## config.mk

```make
export PLATFORM = sky130hd
export DESIGN_NAME = static_linked_list_engine_top
export DESIGN_NICKNAME = d
export VERILOG_FILES = /design/src/hdl/sll_pkg.sv /design/src/hdl/static_linked_list_engine_top.sv
export SDC_FILE = /design/constraint.sdc
export NUM_CORES = 2
export LEC_CHECK = 0
export BUFFER_PORTS_ARGS = -buffer_cell sky130_fd_sc_hd__buf_2
export CAP_MARGIN = 30
export CORE_MARGIN = 4
export CORE_UTILIZATION = 56
export DETAILED_ROUTE_END_ITERATION = 10
export PLACE_DENSITY = 0.72
export REMOVE_ABC_BUFFERS = 1
export SYNTH_ARGS = -nofsm -noshare
export SYNTH_HDL_FRONTEND = slang
export SYNTH_SLANG_ARGS = --single-unit
```

## constraint.sdc

```tcl
create_clock -name i_clk -period 8.7 [get_ports i_clk]
set_clock_uncertainty 0.1 [all_clocks]
set_input_delay 0.435 -clock i_clk [delete_from_list [all_inputs] [get_ports i_clk]]
set_output_delay 0.435 -clock i_clk [all_outputs]
set_load 0.01 [all_outputs]
```

## src/hdl/sll_pkg.sv

```systemverilog
// Shared constants, types and helpers for the static linked list engine.
// No dependencies.
package sll_pkg;

    localparam int NODES = 64;
    localparam int IW    = 6;
    localparam int DW    = 32;

    typedef logic [IW-1:0] t_idx;
    typedef logic [DW-1:0] t_word;

    // function codes
    localparam logic [1:0] FN_RESTART  = 2'd0;
    localparam logic [1:0] FN_INSERT   = 2'd1;
    localparam logic [1:0] FN_TRAVERSE = 2'd2;

    // status codes
    localparam logic [1:0] ST_OK       = 2'd0;
    localparam logic [1:0] ST_FULL     = 2'd1;
    localparam logic [1:0] ST_BAD_POS  = 2'd2;

    // link held by an entry that has not been written since the chain was rebuilt
    function automatic t_idx dflt_link(input t_idx a);
        t_idx r;
        if (a == t_idx'(NODES - 1)) begin
            r = '0;
        end else begin
            r = a + t_idx'(1);
        end
        return r;
    endfunction

endpackage

```

## src/hdl/static_linked_list_engine_top.sv

```systemverilog
// Static linked list engine: cursor-array list held in data and link memories.
// Depends on sll_pkg.
//
// Channels: items in on i_valid / o_ready (i_func, i_value, i_position); results
//   out on o_valid / i_ready (o_status, o_node_value, o_node_index, o_next_index,
//   o_last). One item is worked on at a time; o_ready is high only while the
//   sequencer is idle, and an idle block takes a new item while a result waits.
// Work per function: restart writes entry 1, then loads its result. A successful insert does one
//   link memory read per node passed, checks the free head, reads the free and
//   position links, writes both links and loads its result; failed inserts return
//   sooner. Traverse gives one node per cycle while the output register is free,
//   up to 63 nodes; an empty list gives no result. Func 3 is dropped at the edge
//   that takes it.
// Next item: taken in the cycle after the last result is loaded, not before.
// Reset: synchronous, active low. The list is empty and the free chain runs
//   1, 2, ... 63. A valid bit per entry makes an unwritten entry read as data 0
//   and its free-chain link, so no clearing pass; restart clears them at once.
// Stalls: a result sits in the output register until taken; the sequencer holds
//   its next result until the register drains, with o_ready low meanwhile.
module static_linked_list_engine_top (
    input  logic                  i_clk,
    input  logic                  i_rst_n,
    input  logic                  i_valid,
    output logic                  o_ready,
    input  logic [1:0]            i_func,
    input  logic signed [31:0]    i_value,
    input  logic [5:0]            i_position,
    output logic                  o_valid,
    input  logic                  i_ready,
    output logic [1:0]            o_status,
    output logic signed [31:0]    o_node_value,
    output logic [5:0]            o_node_index,
    output logic [5:0]            o_next_index,
    output logic                  o_last
);
    import sll_pkg::*;

    // sequencer states
    localparam logic [2:0] S_IDLE     = 3'd0;
    localparam logic [2:0] S_RESP     = 3'd1;  // single result pending
    localparam logic [2:0] S_WALK     = 3'd2;  // following links to the position
    localparam logic [2:0] S_CHK      = 3'd3;  // free chain check
    localparam logic [2:0] S_FREE     = 3'd4;  // link of new node arrives
    localparam logic [2:0] S_LINK     = 3'd5;  // link of position node arrives
    localparam logic [2:0] S_WB       = 3'd6;  // relink position node
    localparam logic [2:0] S_TRAV     = 3'd7;  // traversal, node data arriving

    // memories (no reset; validity tracked in r_vld)
    t_word            r_data_mem [NODES];
    t_idx             r_link_mem [NODES];
    logic [NODES-1:0] r_vld, n_vld;

    // read port
    t_word r_data_q;
    t_idx  r_link_q;
    logic  r_q_vld;
    t_idx  r_q_addr;
    logic  rd_en;
    t_idx  rd_addr;
    t_idx  rd_link;
    t_word rd_data;

    // write port
    logic  wr_link_en, wr_data_en, clr_vld;
    t_idx  wr_addr, wr_link;
    t_word wr_data;

    // control state
    logic [2:0] r_state, n_state;
    t_idx       r_head, n_head;
    t_idx       r_free, n_free;
    t_idx       r_cur, n_cur;
    t_idx       r_nfree, n_nfree;     // free head after the take
    t_idx       r_cnt, n_cnt;         // walk steps left / nodes reported
    t_word      r_val, n_val;
    logic [1:0] r_res_status, n_res_status;
    t_idx       r_res_index, n_res_index;
    t_idx       r_res_next, n_res_next;

    // output register
    logic       r_o_valid;
    logic [1:0] r_o_status;
    t_word      r_o_value;
    t_idx       r_o_index, r_o_next;
    logic       r_o_last;

    logic       out_free;
    logic       o_load;
    logic [1:0] ld_status;
    t_word      ld_value;
    t_idx       ld_index, ld_next;
    logic       ld_last;
    logic       in_acc;
    logic       trav_fin;

    assign o_ready  = (r_state == S_IDLE);
    assign in_acc   = i_valid && o_ready;
    assign out_free = !r_o_valid || i_ready;

    // unwritten entries read as their reset contents
    assign rd_link  = r_q_vld ? r_link_q : dflt_link(r_q_addr);
    assign rd_data  = r_q_vld ? r_data_q : '0;
    assign trav_fin = (rd_link == '0) || (r_cnt == t_idx'(NODES - 2));

    always_comb begin
        n_state      = r_state;
        n_head       = r_head;
        n_free       = r_free;
        n_cur        = r_cur;
        n_nfree      = r_nfree;
        n_cnt        = r_cnt;
        n_val        = r_val;
        n_res_status = r_res_status;
        n_res_index  = r_res_index;
        n_res_next   = r_res_next;
        rd_en        = 1'b0;
        rd_addr      = r_cur;
        wr_link_en   = 1'b0;
        wr_data_en   = 1'b0;
        clr_vld      = 1'b0;
        wr_addr      = r_cur;
        wr_link      = '0;
        wr_data      = r_val;
        o_load       = 1'b0;
        ld_status    = r_res_status;
        ld_value     = r_val;
        ld_index     = r_res_index;
        ld_next      = r_res_next;
        ld_last      = 1'b1;

        case (r_state)
            S_IDLE: begin
                if (in_acc) begin
                    n_val        = i_value;
                    n_res_status = ST_BAD_POS;
                    n_res_index  = '0;
                    n_res_next   = '0;
                    case (i_func)
                        FN_RESTART: begin
                            // fresh chain; entry 1 becomes the only node
                            clr_vld      = 1'b1;
                            wr_link_en   = 1'b1;
                            wr_data_en   = 1'b1;
                            wr_addr      = t_idx'(1);
                            wr_link      = '0;
                            wr_data      = i_value;
                            n_head       = t_idx'(1);
                            n_free       = t_idx'(2);
                            n_res_status = ST_OK;
                            n_res_index  = t_idx'(1);
                            n_state      = S_RESP;
                        end
                        FN_INSERT: begin
                            n_cur = r_head;
                            if (r_head == '0) begin
                                n_state = S_RESP;
                            end else if (i_position <= t_idx'(1)) begin
                                n_state = S_CHK;
                            end else begin
                                rd_en   = 1'b1;
                                rd_addr = r_head;
                                n_cnt   = i_position - t_idx'(1);
                                n_state = S_WALK;
                            end
                        end
                        FN_TRAVERSE: begin
                            if (r_head != '0) begin
                                rd_en   = 1'b1;
                                rd_addr = r_head;
                                n_cur   = r_head;
                                n_cnt   = '0;
                                n_state = S_TRAV;
                            end
                        end
                        default: begin
                        end
                    endcase
                end
            end
            S_RESP: begin
                if (out_free) begin
                    o_load  = 1'b1;
                    n_state = S_IDLE;
                end
            end
            S_WALK: begin
                if (rd_link == '0) begin
                    n_state = S_RESP;          // ran off the end
                end else begin
                    n_cur = rd_link;
                    if (r_cnt == t_idx'(1)) begin
                        n_state = S_CHK;
                    end else begin
                        rd_en   = 1'b1;
                        rd_addr = rd_link;
                        n_cnt   = r_cnt - t_idx'(1);
                    end
                end
            end
            S_CHK: begin
                if (r_free == '0) begin
                    n_res_status = ST_FULL;
                    n_state      = S_RESP;
                end else begin
                    rd_en   = 1'b1;
                    rd_addr = r_free;
                    n_state = S_FREE;
                end
            end
            S_FREE: begin
                n_nfree = rd_link;
                rd_en   = 1'b1;
                rd_addr = r_cur;
                n_state = S_LINK;
            end
            S_LINK: begin
                // new node takes over the position node's link
                wr_link_en   = 1'b1;
                wr_data_en   = 1'b1;
                wr_addr      = r_free;
                wr_link      = rd_link;
                n_res_next   = rd_link;
                n_res_index  = r_free;
                n_res_status = ST_OK;
                n_state      = S_WB;
            end
            S_WB: begin
                wr_link_en = 1'b1;
                wr_addr    = r_cur;
                wr_link    = r_free;
                n_free     = r_nfree;
                n_state    = S_RESP;
            end
            S_TRAV: begin
                if (out_free) begin
                    o_load    = 1'b1;
                    ld_status = ST_OK;
                    ld_value  = rd_data;
                    ld_index  = r_cur;
                    ld_next   = rd_link;
                    ld_last   = trav_fin;
                    if (trav_fin) begin
                        n_state = S_IDLE;
                    end else begin
                        rd_en   = 1'b1;
                        rd_addr = rd_link;
                        n_cur   = rd_link;
                        n_cnt   = r_cnt + t_idx'(1);
                    end
                end
            end
            default: begin
                n_state = S_IDLE;
            end
        endcase
    end

    always_comb begin
        n_vld = r_vld;
        if (clr_vld) begin
            n_vld = '0;
        end
        if (wr_link_en) begin
            n_vld[wr_addr] = 1'b1;
        end
    end

    // memory port
    always_ff @(posedge i_clk) begin
        if (wr_link_en) begin
            r_link_mem[wr_addr] <= wr_link;
        end
        if (wr_data_en) begin
            r_data_mem[wr_addr] <= wr_data;
        end
        if (rd_en) begin
            r_link_q <= r_link_mem[rd_addr];
            r_data_q <= r_data_mem[rd_addr];
            r_q_vld  <= r_vld[rd_addr];
            r_q_addr <= rd_addr;
        end
    end

    // control registers
    always_ff @(posedge i_clk) begin
        if (!i_rst_n) begin
            r_state   <= S_IDLE;
            r_head    <= '0;
            r_free    <= t_idx'(1);
            r_vld     <= '0;
            r_o_valid <= 1'b0;
        end else begin
            r_state <= n_state;
            r_head  <= n_head;
            r_free  <= n_free;
            r_vld   <= n_vld;
            if (o_load) begin
                r_o_valid <= 1'b1;
            end else if (i_ready) begin
                r_o_valid <= 1'b0;
            end
        end
    end

    // payload registers
    always_ff @(posedge i_clk) begin
        r_cur        <= n_cur;
        r_nfree      <= n_nfree;
        r_cnt        <= n_cnt;
        r_val        <= n_val;
        r_res_status <= n_res_status;
        r_res_index  <= n_res_index;
        r_res_next   <= n_res_next;
        if (o_load) begin
            r_o_status <= ld_status;
            r_o_value  <= ld_value;
            r_o_index  <= ld_index;
            r_o_next   <= ld_next;
            r_o_last   <= ld_last;
        end
    end

    assign o_valid      = r_o_valid;
    assign o_status     = r_o_status;
    assign o_node_value = r_o_value;
    assign o_node_index = r_o_index;
    assign o_next_index = r_o_next;
    assign o_last       = r_o_last;

endmodule

```

-- Yosys cells after proc, flatten, opt, wreduce, memory -nomap -nowiden
Memories as Yosys holds them, arrays and structs flattened. A register that Yosys moved wholly into a read port is not among the register bits.
Cells that the tools add are included.
- register bits after elaboration: 193
- memory bits (writable): 2432
- output and inout port bits: 49
- logic and storage cells: 180
- memories: 2
- memory list (memory ; words ; width ; rd ports ; clocked after memory_dff ; wr ports ; line ; RTL):
    r_data_mem ; 64 ; 32 ; 1 ; 1 ; 1 ; static_linked_list_engine_top.sv:49 ; t_word r_data_mem [NODES];
    r_link_mem ; 64 ; 6 ; 1 ; 1 ; 1 ; static_linked_list_engine_top.sv:50 ; t_idx r_link_mem [NODES];
- add/subtract/negate cells: 4
- $lt $le $gt $ge: 4
- equality and inequality tests: 27
- muxes and demuxes: 97
- bitwise logic cells: 1
- reduce and logical (&&, ||, !) cells: 26
- operators by type and width (operator ; count):
    $mux W32 ; 6
    $mux W6 ; 31
    $mux W64 ; 2
    $pmux W6 S2 ; 8
    $or A64 B64 Y64 ; 1
    $pmux W6 S3 ; 2
    $mux W1 ; 24
    $mux W3 ; 8
    $pmux W3 S8 ; 1
    $pmux W6 S4 ; 1
    $logic_not A6 Y1 ; 3
    $lt A6 B7 Y1 const B ; 2
    $ne A2 B2 Y1 const B ; 7
    $add A6 B1 Y6 const B ; 2
    $eq A3 B3 Y1 const B ; 4
    $eq A6 B6 Y1 const B ; 2
    $mux W2 ; 6
    $ne A3 B3 Y1 const B ; 4
    $sub A6 B1 Y6 const B ; 2
    $reduce_and A10 Y1 ; 1
    $pmux W3 S3 ; 1
    $reduce_and A3 Y1 ; 3
    $reduce_and A7 Y1 ; 1
    $bmux W1 S6 ; 1
    24 further kinds ; 36

-- Longest topological paths before layout
- depth in word-level cells: 10
- gate-level depth with buffers: 20
- mapped depth without buffers: 14

-- Least setup slack after synthesis
OpenSTA, ideal clock, no wires.
- path type: flip-flop to flip-flop
- start point: reg r_q_addr[0]
- end point: reg r_data_q[10], read port of r_data_mem (data pin)
- setup time: 0.265 ns
- data arrival time: 3.913 ns
- data required time: 8.335 ns
- path slack: 4.422 ns
- cell stages (with the launch flop): 15
- path buffers: 3
- clock period less this slack: 4.278 ns
- cell sequence: edfxtp_1 > ha_1 > or3_1 > o211ai_1 > o211ai_2 > or3_1 > a311oi_1 > or2_1 > buf_4 > buf_6 > buf_2 > mux4_2 > a22oi_1 > o311ai_0 > or3_1
- longest elaborated chain between the ends: 8
- elaborated cells between the ends (all ways): 15
- those cells by class: add/sub (1); eq/ne (1); mux (11); reduce/logical (2)
- RTL lines (what ; line ; RTL):
    start, declared ; static_linked_list_engine_top.sv:57 ; t_idx r_q_addr;
    start signal, assigned ; static_linked_list_engine_top.sv:280 ; r_q_addr <= rd_addr;
    $add A6 B1 Y6 or $eq A6 B6 Y1 (tied branches) ; sll_pkg.sv:28, sll_pkg.sv:25 ;
    $mux W6 (*) ; sll_pkg.sv:25 ; if (a == t_idx'(NODES - 1)) begin
    $mux W6 (*) ; static_linked_list_engine_top.sv:101 ; assign rd_link = r_q_vld ? r_link_q : dflt_link(r_q_addr);
    $logic_not A6 Y1 ; static_linked_list_engine_top.sv:103, static_linked_list_engine_top.sv:187 ;
    $logic_or A1 B1 Y1 ; static_linked_list_engine_top.sv:103 ; assign trav_fin = (rd_link == '0) || (r_cnt == t_idx'(NODES - 2));
    $mux W1 or $mux W6 (tied branches) ; static_linked_list_engine_top.sv:242 ; if (trav_fin) begin
    $mux W1 or $mux W6 (tied branches) ; static_linked_list_engine_top.sv:235 ; if (out_free) begin
    $pmux W1 S5 or $pmux W6 S4 (tied branches) ; static_linked_list_engine_top.sv:131 ; case (r_state)
    end, declared ; static_linked_list_engine_top.sv:54 ; t_word r_data_q;
Mark *: on every way between the ends. The rest lies on a longest branch, timed or not.
A chain may end at the register's enable or synchronous reset.

-- Final worst setup path
- start point: reg r_state[0]
- end point: reg r_data_q[3], read port of r_data_mem (data pin)
- longest elaborated chain between the ends: 4
- elaborated cells between the ends (all ways): 10
- those cells by class: eq/ne (4); mux (4); reduce/logical (2)
- RTL lines (what ; line ; RTL):
    start, declared ; static_linked_list_engine_top.sv:69 ; logic [2:0] r_state, n_state;
    start signal, assigned ; static_linked_list_engine_top.sv:293 ; r_state <= n_state;
    $logic_not A3 Y1 ; static_linked_list_engine_top.sv:96, static_linked_list_engine_top.sv:131 ;
    $logic_and A1 B1 Y1 ; static_linked_list_engine_top.sv:97 ; assign in_acc = i_valid && o_ready;
    $mux W1 or $mux W6 (tied branches) ; static_linked_list_engine_top.sv:133 ; if (in_acc) begin
    $pmux W1 S5 or $pmux W6 S4 (tied branches) ; static_linked_list_engine_top.sv:131 ;
Several ways; a longest one is shown, not always the timed one.

==> flow_summary.toml <==
[outcome]
status = "complete, no violations"

[clock_tree]
ctsHoldBuffers = 37
cts_buffers = 278
cts_tree = "yes"
cts-htree-levels = 5
path_clk_slew_ps = 60
worstSkewPairLatency_ps = 930
cts.sinks = 2663
cts-root-buf = "clkbuf_16"
cts_resized = 0
cts_setup_buffers = 0
clockBufferDepth = 4

[yosys]
synth_commonest_cells = "edfxtp_1, nand2_1, mux2i_1, a21oi_1, nand3_1"
synthArstFlopShare = 0
synth_top_cell_area_share = 0.743
synth.distinct_cells = 84
synth-edff-count = 2588
yosysMostFrequentCell = "edfxtp_1"
synth_cells = 6620
synth.avg_cell_area_um2 = 15.8
yosysTopAreaCell = "edfxtp_1"
ys_warn_count = 0
mappedNetlistArea_mm2 = 0.105
ys.flop_type = "edfxtp_1"
seq_area_frac_synth = 0.757
ys_ff_latch = 2663
ys_top_cells_by_area = "edfxtp_1, mux2i_1, nand2_1"

[power]
p_per_area_mw_per_mm2 = 392
max-vdd-ir-drop_mv = 0.715
p_int_mw = 27.8
finalPower_mw = 46.2
p_sw_mw = 18.5
power_frac_clock = 0.243
p_leak_nw = 39.2
pwr-share-comb = 0.417
switching_share = 0.400
p_seq_frac = 0.341

[worst_setup_path]
reg2reg_depth = 14
rr_endpoint = "r_data_q[3]"
r2r_start = "r_state[0]"
r2r_setup_slack_ps = 1610
critical_path_class = "reg2reg"
end_kind = "flop"
crit_start = "r_state[0]"
startpoint_type = "flop"
required_ps = 9230
path_max_fanout = 147
arrival_ps = 7620

[routing]
ant_nets = 0
dr.pass1.iters = 6
drc = 0
vias = 64789
routedWlPerCell_um = 33.5
finalWirelength_mm = 319
viasPerCell = 6.81
drt-initial-drc-count = 10997

[worst_hold_path]
worstHoldStart = "i_position[3]"
hold_path_depth = 4
min_path_type = "in2reg"
whs_endpoint = "r_cnt[3]"

[timing]
maxSlewHeadroom = 0.276
rsz0062_at_grt = "false"
post-route-period-util = 0.815
finalSetupViolCount = 0
maxSlewViolCount = 0
hold_slack_ps = 87.7
period_needed_ps = 7090
hold_viol = 0
setup_ws_ps = 1610
worst_slew_pin_slew_ps = 1090
fmax_ghz = 0.141

[layout]
seq_area_mm2 = 0.0792
fillCellCount = 12587
layout.nets = 6886
syn_to_final_growth_pct = 12.7
drive_gt1_frac = 0.140
multiInputGateArea_mm2 = 0.0243

[floorplan]
die_h_um = 440
coreArea_mm2 = 0.186
initial_utilization = 0.564
io_pins = 93
die-area_mm2 = 0.194
die_w_um = 440
rows = 158

[placed_design]
hpwl_mm = 177
place.gp.congestion = 0.916
place_ws_ps = 1820
numPortBuffers = 92

[run]
drv_cap = 0

[global_routing]
grt_use_total = 0.325
grt_pass1_wl_mm = 448
grt_pass1_vias = 61957
grt_start_max_net_pins = 148
grt_overflow = 0
antenna_found_initial = 17
==> layout make-up <==
type | instances | area share
antenna | 8 | 0.000170
clock buffer | 355 | 0.0636
clock inverter | 114 | 0.00765
inverter | 26 | 0.00105
multi-input combinational | 3520 | 0.206
sequential | 2663 | 0.671
tap | 2480 | 0.0263
timing repair buffer | 343 | 0.0241
==> cell families (layout without fill, tap and decap cells) <==
family	after synthesis	count (layout)	share of synthesized area
flip-flops	2663	2663	0.757
AO/OA/AOI/OAI	1050	1050	0.0634
AND/OR/NAND/NOR	1799	1799	0.0766
buffers and inverters	437	838	0.0195
other	0	8	0
XOR/XNOR	12	12	0.00100
multiplexers	649	649	0.0814
adder cells (fa/ha/maj)	10	10	0.00120
==> critical path, stage by stage (launching register included) <==
cell,delay [ps]
dfxtp_1,840
nand3_1,530
a211oi_1,910
a32oi_1,100
a21oi_1,360
a31oi_4,50
and2_4,340
inv_16,430
buf_12,620
buf_4,500
mux2i_1,250
o22ai_1,100
o21ai_0,340
nand4_1,440
or3_1,480
==> per-layer routing <==
layer	up-vias	wire length [µm]	track usage	part of all wire
li1	26180	-	-	-
met1	32515	110000	0.426	0.34
met2	5052	146000	0.499	0.46
met3	1030	43000	0.0887	0.13
met4	12	20400	0.174	0.064
met5	-	72	0	0.00023
==> stage by stage <==
step	util	instances	area (µm²)	setup TNS [ps]
after global placement	0.586	8970	109000	0
final	0.636	9509	118000	0
after global routing	0.635	9501	118000	0
after floorplan	-	6209	103000	-880030
after CTS	0.635	9495	118000	0
after detailed placement	0.588	8989	109000	0
==> worst max-delay path by stage <==
stage	slack, ps	depth (start not counted)	to
after detailed placement	1820	13	r_data_q[7]
after CTS	1850	14	r_data_q[3]
after global placement	1720	13	r_data_q[7]
final	1610	14	r_data_q[3]
after global routing	1490	14	r_data_q[3]
after floorplan	-22290	11	r_data_q[0]
==> power by group through the flow <==
stage	Sequential (mW)	Clock (mW)	Combinational [mW]
2_1_floorplan	16.0	0	9.82
3_3_place_gp	16.0	0	18.1
3_5_place_dp	16.0	0	18.5
4_1_cts	15.7	11.3	18.6
5_1_grt	15.8	11.8	19.8
6_report	15.7	11.2	19.3
==> flip-flops by register name, indices dropped and copies added (netlist names), 2 cells and up <==
name / count
r_data_mem: 2048
r_link_mem: 384
r_vld: 64
o_node_value: 32
r_data_q: 32
r_val: 32
o_next_index: 6
o_node_index: 6
r_cnt: 6
r_cur: 6
r_free: 6
r_link_q: 6
r_nfree: 6
r_q_addr: 6
r_res_index: 6
r_res_next: 6
r_state: 3
o_status: 2
r_res_status: 2
==> cell usage in the layout, fill, tap and decap left out, types with 75 or more instances in the layout <==
| cell | netlist | layout |
|---|---|---|
| nand2_1 | 1002 | 967 |
| dfxtp_1 | 75 | 75 |
| mux4_2 | 161 | 161 |
| buf_4 | 42 | 179 |
| nor2_1 | 181 | 106 |
| o21ai_0 | 148 | 147 |
| buf_2 | 154 | 92 |
| nand3_1 | 258 | 257 |
| edfxtp_1 | 2588 | 2588 |
| and3_1 | 93 | 92 |
| mux2i_1 | 483 | 483 |
| o22ai_1 | 253 | 248 |
| a21oi_1 | 310 | 309 |
| clkbuf_16 | 0 | 287 |
No activity file was read; power rests on OpenSTA's default activity.
